## config.mk

```make
export PLATFORM = sky130hd
export DESIGN_NAME = segment_accumulating_tx_queue
export DESIGN_NICKNAME = d
export VERILOG_FILES = /design/src/hdl/satq_pkg.sv /design/src/hdl/satq_ctrl.sv /design/src/hdl/satq_dpath.sv /design/src/hdl/segment_accumulating_tx_queue.sv
export SDC_FILE = /design/constraint.sdc
export NUM_CORES = 1
export LEC_CHECK = 0
export BUFFER_PORTS_ARGS = -buffer_cell sky130_fd_sc_hd__buf_2
export CAP_MARGIN = 0
export CORE_MARGIN = 2
export CORE_UTILIZATION = 40
export DETAILED_ROUTE_END_ITERATION = 8
export RECOVER_POWER = 25
export SYNTH_ARGS = -nofsm -noshare
export SYNTH_HDL_FRONTEND = slang
export SYNTH_SLANG_ARGS = --single-unit
```

## constraint.sdc

```tcl
create_clock -name clock -period 15.5 [get_ports clock]
set_input_delay 0.775 -clock clock [delete_from_list [all_inputs] [get_ports clock]]
set_output_delay 0.775 -clock clock [all_outputs]
set_load 0.02 [all_outputs]
```

## src/hdl/satq_pkg.sv

```systemverilog
// ----------------------------------------------------------------------------
// satq_pkg
// Shared constants, codes and types of the segment accumulating transmit
// queue.
// ----------------------------------------------------------------------------
package satq_pkg;

   localparam int NUM_SEGMENTS  = 16;
   localparam int SEGMENT_BYTES = 1024;
   localparam int MAX_PACKET    = 256;
   localparam int ALIGN_BYTES   = 4;
   localparam int HEADER_BYTES  = 4;

   localparam int IDX_W     = $clog2(NUM_SEGMENTS);
   localparam int CNT_W     = $clog2(NUM_SEGMENTS + 1);
   localparam int BYTES_W   = $clog2(SEGMENT_BYTES + 1);
   localparam int COUNT_W   = 8;
   localparam int COUNT_MAX = 255;
   localparam int CMD_W     = 3;
   localparam int STATUS_W  = 3;
   localparam int SIZE_W    = 16;
   localparam int HANDLE_W  = 4;
   localparam int LOST_W    = 32;
   localparam int STAMP_W   = 16;

   typedef enum logic [CMD_W-1:0] {
      CMD_ACQUIRE = 3'd0,
      CMD_COMMIT  = 3'd1,
      CMD_POP     = 3'd2,
      CMD_RELEASE = 3'd3,
      CMD_CLEAR   = 3'd4
   } cmd_type;

   typedef enum logic [STATUS_W-1:0] {
      ST_OK            = 3'd0,
      ST_BAD_SIZE      = 3'd1,
      ST_OVERFLOW      = 3'd2,
      ST_NOTHING_READY = 3'd3,
      ST_RELEASE_EMPTY = 3'd4
   } status_type;

   typedef struct packed {
      logic                  load;
      logic                  update;
      logic [CMD_W-1:0]      op;
   } ctl_cmd_type;

   typedef struct packed {
      logic [BYTES_W-1:0]    bytes;
      logic [COUNT_W-1:0]    uncommitted;
      logic [COUNT_W-1:0]    messages;
   } seg_entry_type;

endpackage

```

## src/hdl/satq_ctrl.sv

```systemverilog
// ----------------------------------------------------------------------------
// satq_ctrl
// Command controller: accepts a command, sequences the table read and the
// update cycle, and marks the result.
// ----------------------------------------------------------------------------
module satq_ctrl (
   input  logic                            clock,
   input  logic                            reset,
   input  logic                            start,
   input  logic [satq_pkg::CMD_W-1:0]      req_command,
   output logic                            busy,
   output logic                            rsp_strobe,
   output satq_pkg::ctl_cmd_type           ctl
);
   import satq_pkg::*;

   typedef enum logic [1:0] {
      S_IDLE   = 2'b01,
      S_UPDATE = 2'b10
   } state_type;

   state_type          state_ff, state_in;
   logic [CMD_W-1:0]   op_ff;
   logic               strobe_ff;
   logic               accept;

   assign accept = start && (state_ff == S_IDLE);
   assign busy   = (state_ff != S_IDLE);

   always_comb begin
      case (state_ff)
         S_IDLE:   state_in = accept ? S_UPDATE : S_IDLE;
         S_UPDATE: state_in = S_IDLE;
         default:  state_in = S_IDLE;
      endcase
   end

   always_ff @(posedge clock) begin
      if (reset) begin
         state_ff  <= S_IDLE;
         strobe_ff <= 1'b0;
      end else begin
         state_ff  <= state_in;
         strobe_ff <= (state_ff == S_UPDATE);
      end
   end

   always_ff @(posedge clock) begin
      if (accept) begin
         op_ff <= req_command;
      end
   end

   assign ctl.load   = accept;
   assign ctl.update = (state_ff == S_UPDATE);
   assign ctl.op     = op_ff;
   assign rsp_strobe = strobe_ff;

endmodule

```

## src/hdl/satq_dpath.sv

```systemverilog
// ----------------------------------------------------------------------------
// satq_dpath
// Datapath: ring indexes, per-segment table, lost and stamp counters, and the
// result registers.
// ----------------------------------------------------------------------------
module satq_dpath (
   input  logic                              clock,
   input  logic                              reset,
   input  satq_pkg::ctl_cmd_type             ctl,
   input  logic [satq_pkg::CMD_W-1:0]        req_command,
   input  logic [satq_pkg::SIZE_W-1:0]       req_packet_size,
   input  logic [satq_pkg::HANDLE_W-1:0]     req_segment_handle,
   input  logic                              req_flush,
   output logic [satq_pkg::STATUS_W-1:0]     rsp_status,
   output logic [satq_pkg::HANDLE_W-1:0]     rsp_segment_index,
   output logic [satq_pkg::BYTES_W-1:0]      rsp_byte_offset,
   output logic [satq_pkg::BYTES_W-1:0]      rsp_byte_length,
   output logic [satq_pkg::LOST_W-1:0]       rsp_lost_packets,
   output logic [satq_pkg::STAMP_W-1:0]      rsp_counter_base,
   output logic [satq_pkg::COUNT_W-1:0]      rsp_message_count,
   output logic [satq_pkg::CNT_W-1:0]        rsp_fill_level
);
   import satq_pkg::*;

   localparam int SUM_W = SIZE_W + 2;

   // ring state
   logic [IDX_W-1:0]    read_index_ff, read_index_in;
   logic [CNT_W-1:0]    fill_count_ff, fill_count_in;
   logic                cur_valid_ff, cur_valid_in;
   logic [IDX_W-1:0]    cur_seg_ff, cur_seg_in;
   logic [BYTES_W-1:0]  cur_bytes_ff, cur_bytes_in;
   logic [LOST_W-1:0]   lost_ff, lost_in;
   logic [STAMP_W-1:0]  stamp_ff, stamp_in;

   // segment table
   seg_entry_type       seg_mem [NUM_SEGMENTS];
   logic                seg_valid_ff [NUM_SEGMENTS];
   seg_entry_type       rd_ff;
   logic                rd_valid_ff;
   seg_entry_type       rd_entry;
   logic                mem_we;
   logic [IDX_W-1:0]    mem_waddr;
   seg_entry_type       mem_wdata;
   logic                clr_en;

   // values decided at accept
   logic [SUM_W-1:0]    round_sum, padded_full, msg_full, fit_sum;
   logic [IDX_W:0]      pos_sum;
   logic [IDX_W-1:0]    open_pos, raddr;
   logic                bad_size, need_new, ring_full, handle_ok;

   logic [BYTES_W-1:0]  padded_ff, msg_ff;
   logic                bad_ff, need_new_ff, full_ff, handle_ok_ff, flush_ff;
   logic [IDX_W-1:0]    pos_ff, raddr_ff;

   // result next values
   logic [STATUS_W-1:0] status_in;
   logic [HANDLE_W-1:0] sidx_in;
   logic [BYTES_W-1:0]  offs_in, blen_in;
   logic [LOST_W-1:0]   lostrep_in;
   logic [STAMP_W-1:0]  cbase_in;
   logic [COUNT_W-1:0]  mcount_in;
   logic [CNT_W-1:0]    level_in;

   logic                pop_open;
   logic [CNT_W-1:0]    pop_fill;
   seg_entry_type       base;
   logic [IDX_W-1:0]    acq_seg;

   assign round_sum   = SUM_W'(req_packet_size) + SUM_W'(ALIGN_BYTES - 1);
   assign padded_full = round_sum - SUM_W'(round_sum % ALIGN_BYTES);
   assign msg_full    = padded_full + SUM_W'(HEADER_BYTES);
   assign bad_size    = (req_packet_size == '0) || (req_packet_size > MAX_PACKET)
                        || (msg_full > SEGMENT_BYTES);
   assign fit_sum     = SUM_W'(cur_bytes_ff) + msg_full;
   assign need_new    = !cur_valid_ff || (fit_sum > SEGMENT_BYTES);
   assign ring_full   = (fill_count_ff >= NUM_SEGMENTS);
   assign pos_sum     = (IDX_W+1)'(read_index_ff) + (IDX_W+1)'(fill_count_ff);
   assign open_pos    = (pos_sum >= NUM_SEGMENTS) ? IDX_W'(pos_sum - NUM_SEGMENTS)
                                                  : IDX_W'(pos_sum);
   assign handle_ok   = (req_segment_handle < NUM_SEGMENTS);

   always_comb begin
      case (cmd_type'(req_command))
         CMD_COMMIT: raddr = IDX_W'(req_segment_handle);
         CMD_POP:    raddr = read_index_ff;
         default:    raddr = cur_seg_ff;
      endcase
   end

   always_ff @(posedge clock) begin
      if (ctl.load) begin
         padded_ff    <= BYTES_W'(padded_full);
         msg_ff       <= BYTES_W'(msg_full);
         bad_ff       <= bad_size;
         need_new_ff  <= need_new;
         full_ff      <= ring_full;
         handle_ok_ff <= handle_ok;
         flush_ff     <= req_flush;
         pos_ff       <= open_pos;
         raddr_ff     <= raddr;
         rd_ff        <= seg_mem[raddr];
         rd_valid_ff  <= seg_valid_ff[raddr];
      end
   end

   always_ff @(posedge clock) begin
      if (mem_we) begin
         seg_mem[mem_waddr] <= mem_wdata;
      end
   end

   // an entry that is not valid reads as zero; opening a segment on a flush drops its bit
   always_ff @(posedge clock) begin
      if (reset) begin
         for (int i = 0; i < NUM_SEGMENTS; i++) begin
            seg_valid_ff[i] <= 1'b0;
         end
      end else begin
         if (mem_we) begin
            seg_valid_ff[mem_waddr] <= 1'b1;
         end
         if (clr_en) begin
            seg_valid_ff[pos_ff] <= 1'b0;
         end
      end
   end

   assign rd_entry = rd_valid_ff ? rd_ff : '0;
   assign base     = need_new_ff ? '0 : rd_entry;
   assign acq_seg  = need_new_ff ? pos_ff : cur_seg_ff;
   assign pop_open = (fill_count_ff == CNT_W'(1)) && (rd_entry.bytes != '0) && flush_ff;
   assign pop_fill = fill_count_ff + CNT_W'(pop_open);

   always_comb begin
      read_index_in = read_index_ff;
      fill_count_in = fill_count_ff;
      cur_valid_in  = cur_valid_ff;
      cur_seg_in    = cur_seg_ff;
      cur_bytes_in  = cur_bytes_ff;
      lost_in       = lost_ff;
      stamp_in      = stamp_ff;
      mem_we        = 1'b0;
      mem_waddr     = raddr_ff;
      mem_wdata     = rd_entry;
      clr_en        = 1'b0;
      status_in     = ST_OK;
      sidx_in       = '0;
      offs_in       = '0;
      blen_in       = '0;
      lostrep_in    = '0;
      cbase_in      = '0;
      mcount_in     = '0;
      case (cmd_type'(ctl.op))
         CMD_ACQUIRE: begin
            if (bad_ff) begin
               status_in = ST_BAD_SIZE;
            end else if (need_new_ff && full_ff) begin
               cur_valid_in = 1'b0;
               lost_in      = lost_ff + LOST_W'(1);
               status_in    = ST_OVERFLOW;
            end else begin
               mem_we                = 1'b1;
               mem_waddr             = acq_seg;
               mem_wdata.bytes       = base.bytes + msg_ff;
               mem_wdata.uncommitted = (base.uncommitted == COUNT_W'(COUNT_MAX)) ?
                                       base.uncommitted : base.uncommitted + COUNT_W'(1);
               mem_wdata.messages    = (base.messages == COUNT_W'(COUNT_MAX)) ?
                                       base.messages : base.messages + COUNT_W'(1);
               cur_seg_in            = acq_seg;
               cur_valid_in          = 1'b1;
               cur_bytes_in          = base.bytes + msg_ff;
               if (need_new_ff) begin
                  fill_count_in = fill_count_ff + CNT_W'(1);
               end
               sidx_in = HANDLE_W'(acq_seg);
               offs_in = base.bytes;
               blen_in = padded_ff;
            end
         end
         CMD_COMMIT: begin
            if (handle_ok_ff && (rd_entry.uncommitted != '0)) begin
               mem_we                = 1'b1;
               mem_wdata.uncommitted = rd_entry.uncommitted - COUNT_W'(1);
            end
            if (flush_ff && cur_valid_ff && (cur_bytes_ff != '0)) begin
               if (full_ff) begin
                  cur_valid_in = 1'b0;
               end else begin
                  clr_en        = 1'b1;
                  cur_seg_in    = pos_ff;
                  cur_valid_in  = 1'b1;
                  cur_bytes_in  = '0;
                  fill_count_in = fill_count_ff + CNT_W'(1);
               end
            end
         end
         CMD_POP: begin
            lostrep_in = lost_ff;
            lost_in    = '0;
            if (pop_open) begin
               clr_en        = 1'b1;
               cur_seg_in    = pos_ff;
               cur_valid_in  = 1'b1;
               cur_bytes_in  = '0;
               fill_count_in = pop_fill;
            end
            if ((pop_fill > CNT_W'(1)) && (rd_entry.uncommitted == '0)
                && (rd_entry.bytes != '0)) begin
               sidx_in   = HANDLE_W'(read_index_ff);
               blen_in   = rd_entry.bytes;
               cbase_in  = stamp_ff;
               mcount_in = rd_entry.messages;
               stamp_in  = stamp_ff + STAMP_W'(rd_entry.messages);
            end else begin
               status_in = ST_NOTHING_READY;
            end
         end
         CMD_RELEASE: begin
            if (fill_count_ff == '0) begin
               status_in = ST_RELEASE_EMPTY;
            end else begin
               if (cur_valid_ff && (cur_seg_ff == read_index_ff)) begin
                  cur_valid_in = 1'b0;
               end
               read_index_in = (read_index_ff == IDX_W'(NUM_SEGMENTS - 1)) ?
                               '0 : read_index_ff + IDX_W'(1);
               fill_count_in = fill_count_ff - CNT_W'(1);
            end
         end
         CMD_CLEAR: begin
            read_index_in = '0;
            fill_count_in = '0;
            cur_valid_in  = 1'b0;
         end
         default: begin
         end
      endcase
      if (!ctl.update) begin
         mem_we = 1'b0;
         clr_en = 1'b0;
      end
   end

   always_comb begin
      if (fill_count_in > CNT_W'(1)) begin
         level_in = fill_count_in;
      end else if ((fill_count_in == CNT_W'(1)) && cur_valid_in && (cur_bytes_in != '0)) begin
         level_in = fill_count_in;
      end else begin
         level_in = '0;
      end
   end

   always_ff @(posedge clock) begin
      if (reset) begin
         read_index_ff <= '0;
         fill_count_ff <= CNT_W'(1);
         cur_valid_ff  <= 1'b1;
         cur_seg_ff    <= '0;
         cur_bytes_ff  <= '0;
         lost_ff       <= '0;
         stamp_ff      <= '0;
      end else if (ctl.update) begin
         read_index_ff <= read_index_in;
         fill_count_ff <= fill_count_in;
         cur_valid_ff  <= cur_valid_in;
         cur_seg_ff    <= cur_seg_in;
         cur_bytes_ff  <= cur_bytes_in;
         lost_ff       <= lost_in;
         stamp_ff      <= stamp_in;
      end
   end

   always_ff @(posedge clock) begin
      if (ctl.update) begin
         rsp_status        <= status_in;
         rsp_segment_index <= sidx_in;
         rsp_byte_offset   <= offs_in;
         rsp_byte_length   <= blen_in;
         rsp_lost_packets  <= lostrep_in;
         rsp_counter_base  <= cbase_in;
         rsp_message_count <= mcount_in;
         rsp_fill_level    <= level_in;
      end
   end

endmodule

```

## src/hdl/segment_accumulating_tx_queue.sv

```systemverilog
// ----------------------------------------------------------------------------
// segment_accumulating_tx_queue
// Ring of transmit segments that collect messages: acquire, commit, pop,
// release and clear commands, one result per command.
// ----------------------------------------------------------------------------
// A command reads, in its accept cycle, the segment table entry that it
// addresses, and the next cycle does the read-modify-write of that entry
// and the ring state. The result appears on the rsp_ ports in the cycle after
// that, flagged by rsp_strobe, and the receiver cannot stall it; busy drops
// in that same cycle, so a new command can be accepted while the result is
// on the ports, and not before. No clearing pass follows reset.
module segment_accumulating_tx_queue (
   input  logic                              clock,
   input  logic                              reset,
   input  logic                              start,
   output logic                              busy,
   input  logic [satq_pkg::CMD_W-1:0]        req_command,
   input  logic [satq_pkg::SIZE_W-1:0]       req_packet_size,
   input  logic [satq_pkg::HANDLE_W-1:0]     req_segment_handle,
   input  logic                              req_flush,
   output logic                              rsp_strobe,
   output logic [satq_pkg::STATUS_W-1:0]     rsp_status,
   output logic [satq_pkg::HANDLE_W-1:0]     rsp_segment_index,
   output logic [satq_pkg::BYTES_W-1:0]      rsp_byte_offset,
   output logic [satq_pkg::BYTES_W-1:0]      rsp_byte_length,
   output logic [satq_pkg::LOST_W-1:0]       rsp_lost_packets,
   output logic [satq_pkg::STAMP_W-1:0]      rsp_counter_base,
   output logic [satq_pkg::COUNT_W-1:0]      rsp_message_count,
   output logic [satq_pkg::CNT_W-1:0]        rsp_fill_level
);
   import satq_pkg::*;

   ctl_cmd_type ctl;

   satq_ctrl u_ctrl (
      .clock       (clock),
      .reset       (reset),
      .start       (start),
      .req_command (req_command),
      .busy        (busy),
      .rsp_strobe  (rsp_strobe),
      .ctl         (ctl)
   );

   satq_dpath u_dpath (
      .clock              (clock),
      .reset              (reset),
      .ctl                (ctl),
      .req_command        (req_command),
      .req_packet_size    (req_packet_size),
      .req_segment_handle (req_segment_handle),
      .req_flush          (req_flush),
      .rsp_status         (rsp_status),
      .rsp_segment_index  (rsp_segment_index),
      .rsp_byte_offset    (rsp_byte_offset),
      .rsp_byte_length    (rsp_byte_length),
      .rsp_lost_packets   (rsp_lost_packets),
      .rsp_counter_base   (rsp_counter_base),
      .rsp_message_count  (rsp_message_count),
      .rsp_fill_level     (rsp_fill_level)
   );

   a_result_follows: assert property (@(posedge clock) disable iff (reset)
      (start && !busy) |-> ##2 rsp_strobe)
      else $error("accepted command gave no result");

   a_strobe_idle: assert property (@(posedge clock) disable iff (reset)
      rsp_strobe |-> !busy)
      else $error("result flagged while a command is in progress");

   a_overflow_full: assert property (@(posedge clock) disable iff (reset)
      (rsp_strobe && (rsp_status == ST_OVERFLOW)) |-> (rsp_fill_level == NUM_SEGMENTS))
      else $error("overflow reported with room in the ring");

   a_level_range: assert property (@(posedge clock) disable iff (reset)
      rsp_strobe |-> (rsp_fill_level <= NUM_SEGMENTS))
      else $error("fill level beyond ring size");

endmodule

```

==> reports/metrics.cfg, run 1 <==
[outcome]
status = complete, but fails checks
violations = capacitance limit, slew limit

[floorplan]
pin_count = 119
initial_core_util = 0.4031
rows = 101
die_area_um2 = 78500
die_w_um = 280.2
core_area_um2 = 75700
die_height_um = 280.2

[timing]
fin_crit_ns = 6.360
finalCritPeriodShare = 0.4103
setup_tns_ns = 0
worst_pin_slew_ns = 4.784
rsz0062_at_grt = no
slew_violations = 353
finalHoldViolations = 0
max_slew_margin = -2.189
fmax_mhz = 157.2
setup_violations = 0
fin_skew_ns = 0.02552

[cts]
clkSinkCount = 675
root_buffer = clkbuf_16
cts_max_path_buffers = 3
clkTransAtPathRegs_ns = 0.06
cts_tree = yes
cts-resized-gates = 0
cts_buffers = 70
cts_setup_buffers = 0
htreeDepth = 3
ctsHoldBuffers = 0
clock_latency_ns = 0.61

[synth]
synth_nets = 2348
synth_edf_count = 583
syn_area_um2 = 30510
postSynthCellCount = 2273
ys_ff_latch = 675
ys_seq_area_frac = 0.6342
synth-async-reset-ratio = 0
avgSynthCellArea_um2 = 13.42
yosysUniqueCellTypes = 82
ys.warnings.count = 0
synth_flop_cell = edfxtp_1

[cells_and_area]
synthToLayoutAreaGrowth_pct = 12.65
diodes = 0
final.fill_count = 6682
final_cells = 3430
regArea_um2 = 19350
drive_above_1_share = 0.08361
multi_input_area_um2 = 10650
finalNetCount = 2473

[place]
dp.cells = 3304
hpwl_um = 43730
io_buffers = 118
place.gp.congestion = 0.9002

[grt]
grt_pass1_vias = 18409
grtUsageTotal = 0.1812
grt_overflow = 0
grt_pass1_wl_um = 109000
antenna_found_initial = 0
grt_max_degree = 122

[worst_setup_path]
path_cells = nand2b_1 > clkbuf_1 > clkinvlp_2 > clkbuf_1 > nand2_1 > or3_1 > a21oi_1
critPathMaxFanout = 64
worst_ep_required_time_ns = 15.99
reg2reg_slack_ns = 9.14
slowest_delay_ns = 2.48
cpMostUsedCell = clkbuf_1
cp_top_family = buffers and inverters
cp_slowest_cell = clkbuf_1
crit_path_end_kind = flip-flop
start_kind = flip-flop
criticalPathCategory = reg -> reg
cp.buffers_inverters = 3
cp.arrival_ns = 6.85

[routing]
totalWireLength_um = 71890
drt.antenna.violating_nets = 0
route.detailed.drc = 0
wl_per_cell_um = 20.96
drt_iter0_drc = 1268
first_pass_iters = 8
num_vias = 18642
routed_via_density = 5.435

[pwr]
p_leak_nw = 13.59
power_density_nw_per_um2 = 113.2
ir_drop_v = 0.00005603
total_power_mw = 3.890

[min_path]
worstHoldPathType = in -> reg

[run]
maxCapViolCount = 8

==> cell type report <==
type / count / share of cell area
Sequential cell: 675 / 0.5629
Clock inverter: 33 / 0.008227
Clock buffer: 93 / 0.05501
Multi-Input combinational cell: 1445 / 0.3099
Tap cell: 978 / 0.03560
Timing Repair Buffer: 167 / 0.02399
Inverter: 39 / 0.004296
==> routing by layer <==
layer,wire (um),global-route usage
met3,3607,0.02581
met1,31410,0.2355
met5,0,0
met4,1896,0.06417
met2,34980,0.3092
==> synth_stat cells, types with 31 or more instances <==
library cell  count  area, um^2
edfxtp_1        583       17510
mux2i_1         431        4314
nor2_1          189       709.4
nand2_1         140       525.5
dfxtp_1          92        1842
a21oi_1          79       395.4
o21ai_0          66       330.3
clkbuf_1         55       206.5
and3_1           49       306.5
ha_1             45       563.0
nor3_1           44       220.2
xor2_1           41       359.1
inv_1            39       146.4
xnor2_1          37       324.1
and2_1           31       193.9
buf_2            31       155.2
nand3_1          31       155.2
==> worst paths after layout <==
kind,cells past startpoint,endpoint,start
max reg2reg,7,u_dpath.stamp_ff[6]$_SDFFE_PP0P_,u_ctrl.state_ff[0]$_SDFF_PP1_
min,1,u_dpath.flush_ff$_DFFE_PP_,req_flush
max,7,u_dpath.stamp_ff[6]$_SDFFE_PP0P_,u_ctrl.state_ff[0]$_SDFF_PP1_
min reg2reg,2,u_dpath.stamp_ff[6]$_SDFFE_PP0P_,u_dpath.stamp_ff[6]$_SDFFE_PP0P_
==> sequential cells by signal, summed over array words and instances, names as in the netlist, 3 cells and up <==
signal,cells
u_dpath.lost_ff,32
u_dpath.rsp_lost_packets,32
u_ctrl.op_ff,3
u_dpath.rsp_message_count,8
u_dpath.rsp_byte_length,11
u_dpath.seg_mem,432
u_dpath.pos_ff,4
u_dpath.rsp_segment_index,4
u_dpath.rd_ff,27
u_dpath.rsp_fill_level,5
u_dpath.padded_ff,9
u_dpath.read_index_ff,4
u_dpath.cur_seg_ff,4
u_dpath.rsp_counter_base,16
u_dpath.seg_valid_ff,16
u_dpath.stamp_ff,16
u_dpath.rsp_byte_offset,11
u_dpath.rsp_status,3
u_dpath.fill_count_ff,5
u_dpath.cur_bytes_ff,11
u_dpath.msg_ff,9
u_dpath.raddr_ff,4
==> logic make-up (layout without fill, tap and decap cells) <==
kind of cell,after synthesis,count (layout),synth area share
simple gates,606,606,0.09756
other cells,1,1,0.0001229
mux,437,437,0.1436
fa+ha+maj,48,48,0.02042
flops,675,675,0.6342
buf+inv,153,332,0.02292
xor+xnor,78,78,0.02239
compound gates,275,275,0.05881
==> metrics by stage <==
step	hold WS [ns]	setup WS, ns	cell area, um^2	utilization
5_1_grt	0.3358	8.507	34370	0.4541
3_3_place_gp	0.4691	10.46	32360	0.4275
3_5_place_dp	0.4688	10.35	32360	0.4275
2_1_floorplan	0.4440	9.828	30510	-
6_report	0.3516	9.140	34370	0.4541
4_1_cts	0.3172	11.00	34530	0.4562
==> cell usage in the layout, fill, tap and decap left out, types with 31 or more instances in the layout <==
master       n
nor2_1     173
mux2i_1    431
inv_1       37
dfxtp_1     92
nor3_1      44
and3_1      49
a21oi_1     79
edfxtp_1   583
clkbuf_1   127
o21ai_0     65
clkbuf_16   72
nand2_1    140
buf_4       37
xnor2_1     37
nand3_1     31
xor2_1      41
ha_1        45
==> power by group <==
part,total (mW),internal [mW],switching [mW]
Clock,1.60,0.926,0.670
Sequential,2.02,2.00,0.0181
Combinational,0.273,0.0992,0.173
Total,3.89,3.03,0.861
No activity file was read; power rests on OpenSTA's default activity.
==> inputs of run 2 (changes only) <==
--- a/config.mk
+++ b/config.mk
@@ -5,6 +5,7 @@
 export SDC_FILE = /design/constraint.sdc
 export NUM_CORES = 1
 export LEC_CHECK = 0
+export ABC_AREA = 1
 export BUFFER_PORTS_ARGS = -buffer_cell sky130_fd_sc_hd__buf_2
 export CAP_MARGIN = 0
 export CORE_MARGIN = 2
==> constraint.sdc (replaced) <==
create_clock -name clock -period 6.6 [get_ports clock]
set_input_delay 0.33 -clock clock [delete_from_list [all_inputs] [get_ports clock]]
set_output_delay 0.33 -clock clock [all_outputs]
set_load 0.02 [all_outputs]
==> run 2 against run 1 <==
The run still ends with capacitance limit, slew limit left; critical path type unchanged; utilization rose by 0.60 points; design area rose by 1.7%; largest power group unchanged; clock skew rose by 0.0041 ns; total power rose by 150%.
==> reports/metrics.cfg, run 2 <==
[outcome]
violations = capacitance limit, slew limit
status = complete, but fails checks

[worst_setup_path]
r2r-end = u_dpath.rsp_message_count[5]$_SDFFCE_PN0P_
crit_path_end_kind = flip-flop
r2r-start = u_ctrl.state_ff[0]$_SDFF_PP1_
ff2ff_path_depth = 6
cp.arrival_ns = 5.45
criticalPathCategory = reg -> reg
worst_ep_required_time_ns = 6.82
reg2reg_slack_ns = 1.37
start_kind = flip-flop
critPathMaxFanout = 66

[pwr]
power_density_nw_per_um2 = 273.5
ir_drop_v = 0.0001827
p_leak_nw = 13.04
total_power_mw = 9.555

[cts]
htreeDepth = 3
cts_max_path_buffers = 3
clkSinkCount = 675
clock_latency_ns = 0.64
clkTransAtPathRegs_ns = 0.05
cts_buffers = 75
cts_tree = yes
root_buffer = clkbuf_16

[synth]
synth_commonest_cells = 583 x edfxtp_1, 411 x inv_1, 370 x nand2_1
synth_flop_cell = edfxtp_1
ys_ff_latch = 675
syn_area_um2 = 30690
yosysUniqueCellTypes = 58
postSynthCellCount = 2900
synth.most_common_cell = edfxtp_1
synth_nets = 2975
synth-async-reset-ratio = 0
ys_seq_area_frac = 0.6304
ys.warnings.count = 0
yosysTopAreaCell = edfxtp_1
netlist.area_leader.share = 0.5704
synth_edf_count = 583
synth_area_leaders = edfxtp_1 57%, dfxtp_1 6.0%, inv_1 5.0%
avgSynthCellArea_um2 = 10.58

[timing]
setup_tns_ns = 0
whs_ns = 0.03605
setup_violations = 0
finalHoldViolations = 0
finalCritPeriodShare = 0.7924
fin_crit_ns = 5.230
fin_skew_ns = 0.02959
fmax_mhz = 191.2
rsz0062_at_grt = no
max_slew_margin = -1.421
slew_violations = 241
worst_pin_slew_ns = 3.631

[routing]
drt.antenna.violating_nets = 0
num_vias = 21667
routed_via_density = 5.278
drt_iter0_drc = 1916
route.detailed.drc = 0
first_pass_iters = 5
totalWireLength_um = 79930
wl_per_cell_um = 19.47

[grt]
globalRoute.busiestLayer = met2
grt_max_degree = 262
grt_pass1_wl_um = 121600
antenna_found_initial = 2
grtUsageTotal = 0.2012
grt_overflow = 0
grt_use_met2 = 0.3283
gr-usage-met3 = 0.02802
grt_pass1_vias = 20795
grt_use_met1 = 0.2791

[cells_and_area]
largestRegisters = u_dpath.seg_mem: 432 flops, u_dpath.lost_ff: 32 flops, u_dpath.rsp_lost_packets: 32 flops
final_core_utilization = 0.4601
final_cells = 4105
synthToLayoutAreaGrowth_pct = 13.85
most-common-layout-cells = 583 x edfxtp_1, 409 x inv_1, 372 x nand2_1, 268 x o21ai_0, 210 x nor2_1
final.fill_count = 6908
mostFrequentLayoutCell = edfxtp_1
finalNetCount = 3092
drive_above_1_share = 0.06766
largest_register_ffs = 432
largest_register = u_dpath.seg_mem

[floorplan]
die_w_um = 281
rows = 101
die_area_um2 = 78960
initial_core_util = 0.4041
die_height_um = 281
core_area_um2 = 75950
pin_count = 119

[min_path]
hold_end = u_ctrl.state_ff[1]$_SDFF_PP0_
whs_path_depth = 3
worstHoldPathType = in -> reg
min_from = start

[place]
hpwl_um = 50770
dp.cells = 3966
place.gp.congestion = 0.8929
io_buffers = 118

[run]
maxCapViolCount = 5

==> run 2: worst max path at each step <==
stage | startpoint | to | cells past startpoint | slack (ns)
CTS | u_dpath.rd_valid_ff$_DFFE_PP_ | u_dpath.seg_mem[1][10]$_DFFE_PP_ | 13 | 1.94
global placement | u_dpath.rd_valid_ff$_DFFE_PP_ | u_dpath.seg_mem[12][10]$_DFFE_PP_ | 13 | 2.05
finish | u_ctrl.state_ff[0]$_SDFF_PP1_ | u_dpath.rsp_message_count[5]$_SDFFCE_PN0P_ | 6 | 1.37
detailed placement | u_dpath.rd_valid_ff$_DFFE_PP_ | u_dpath.seg_mem[13][10]$_DFFE_PP_ | 13 | 1.98
global route | u_ctrl.state_ff[0]$_SDFF_PP1_ | u_dpath.rsp_message_count[5]$_SDFFCE_PN0P_ | 6 | 0.91
floorplan | u_ctrl.state_ff[0]$_SDFF_PP1_ | u_dpath.rsp_byte_length[0]$_DFFE_PP_ | 5 | 2.64
==> run 2: worst max-delay path: stages (launching register included) <==
cell	delay, ns
dfxtp_1	0.31
inv_1	0.05
nand2_1	0.04
clkbuf_1	0.34
clkinvlp_2	0.31
clkbuf_1	2.39
clkbuf_2	1.30
==> run 2: layer usage <==
layer | share of wire | up-vias | wire [um]
met4 | 0.026 | 0 | 2070
met3 | 0.056 | 130 | 4473
met1 | 0.45 | 10476 | 35910
met2 | 0.47 | 654 | 37480
li1 | - | 10407 | -
met5 | 0 | - | 0
==> run 2: cell families after synthesis <==
group,count (synthesis),synth area share
AND/OR/NAND/NOR,863,0.1231
XOR/XNOR,54,0.01541
multiplexers,57,0.01859
other,1,0.0001222
flip-flops,675,0.6304
buffers and inverters,538,0.06706
adder cells (fa/ha/maj),48,0.02030
AO/OA/AOI/OAI,664,0.1250
==> run 2: cell type report <==
type | instances | area [um^2] | area share
flip-flops and latches | 675 | 19350 | 0.5537
inverters | 414 | 1555 | 0.04451
well taps | 1030 | 1289 | 0.03688
clock buffers | 90 | 2006 | 0.05740
repair buffers | 164 | 819.5 | 0.02345
clock inverters | 44 | 530.5 | 0.01518
multi-input cells | 1687 | 9393 | 0.2688
diodes | 1 | 2.502 | 0.00007161
==> run 2: where the power goes <==
| group | leakage (nW) | total (mW) | switching (mW) | internal (mW) |
|---|---|---|---|---|
| sequential | 6.23 | 4.73 | 0.0262 | 4.70 |
| combinational | 5.58 | 0.564 | 0.416 | 0.147 |
| clock | 1.23 | 4.26 | 1.72 | 2.54 |
==> run 2: timing repair <==
| action | in CTS | in global routing |
|---|---|---|
| hold buffers | 4 | 0 |
| setup endpoints to repair | 0 | 0 |
| resized for setup | 0 | 0 |
| hold endpoints to repair | 4 | 0 |
| buffers inserted | 0 | 0 |
==> run 2: stage by stage <==
stage,cell area (um^2),worst slack [ns]
floorplan,30690,2.636
global placement,32580,2.054
detailed placement,32580,1.977
CTS,35160,1.943
global route,34940,0.9140
finish,34940,1.370
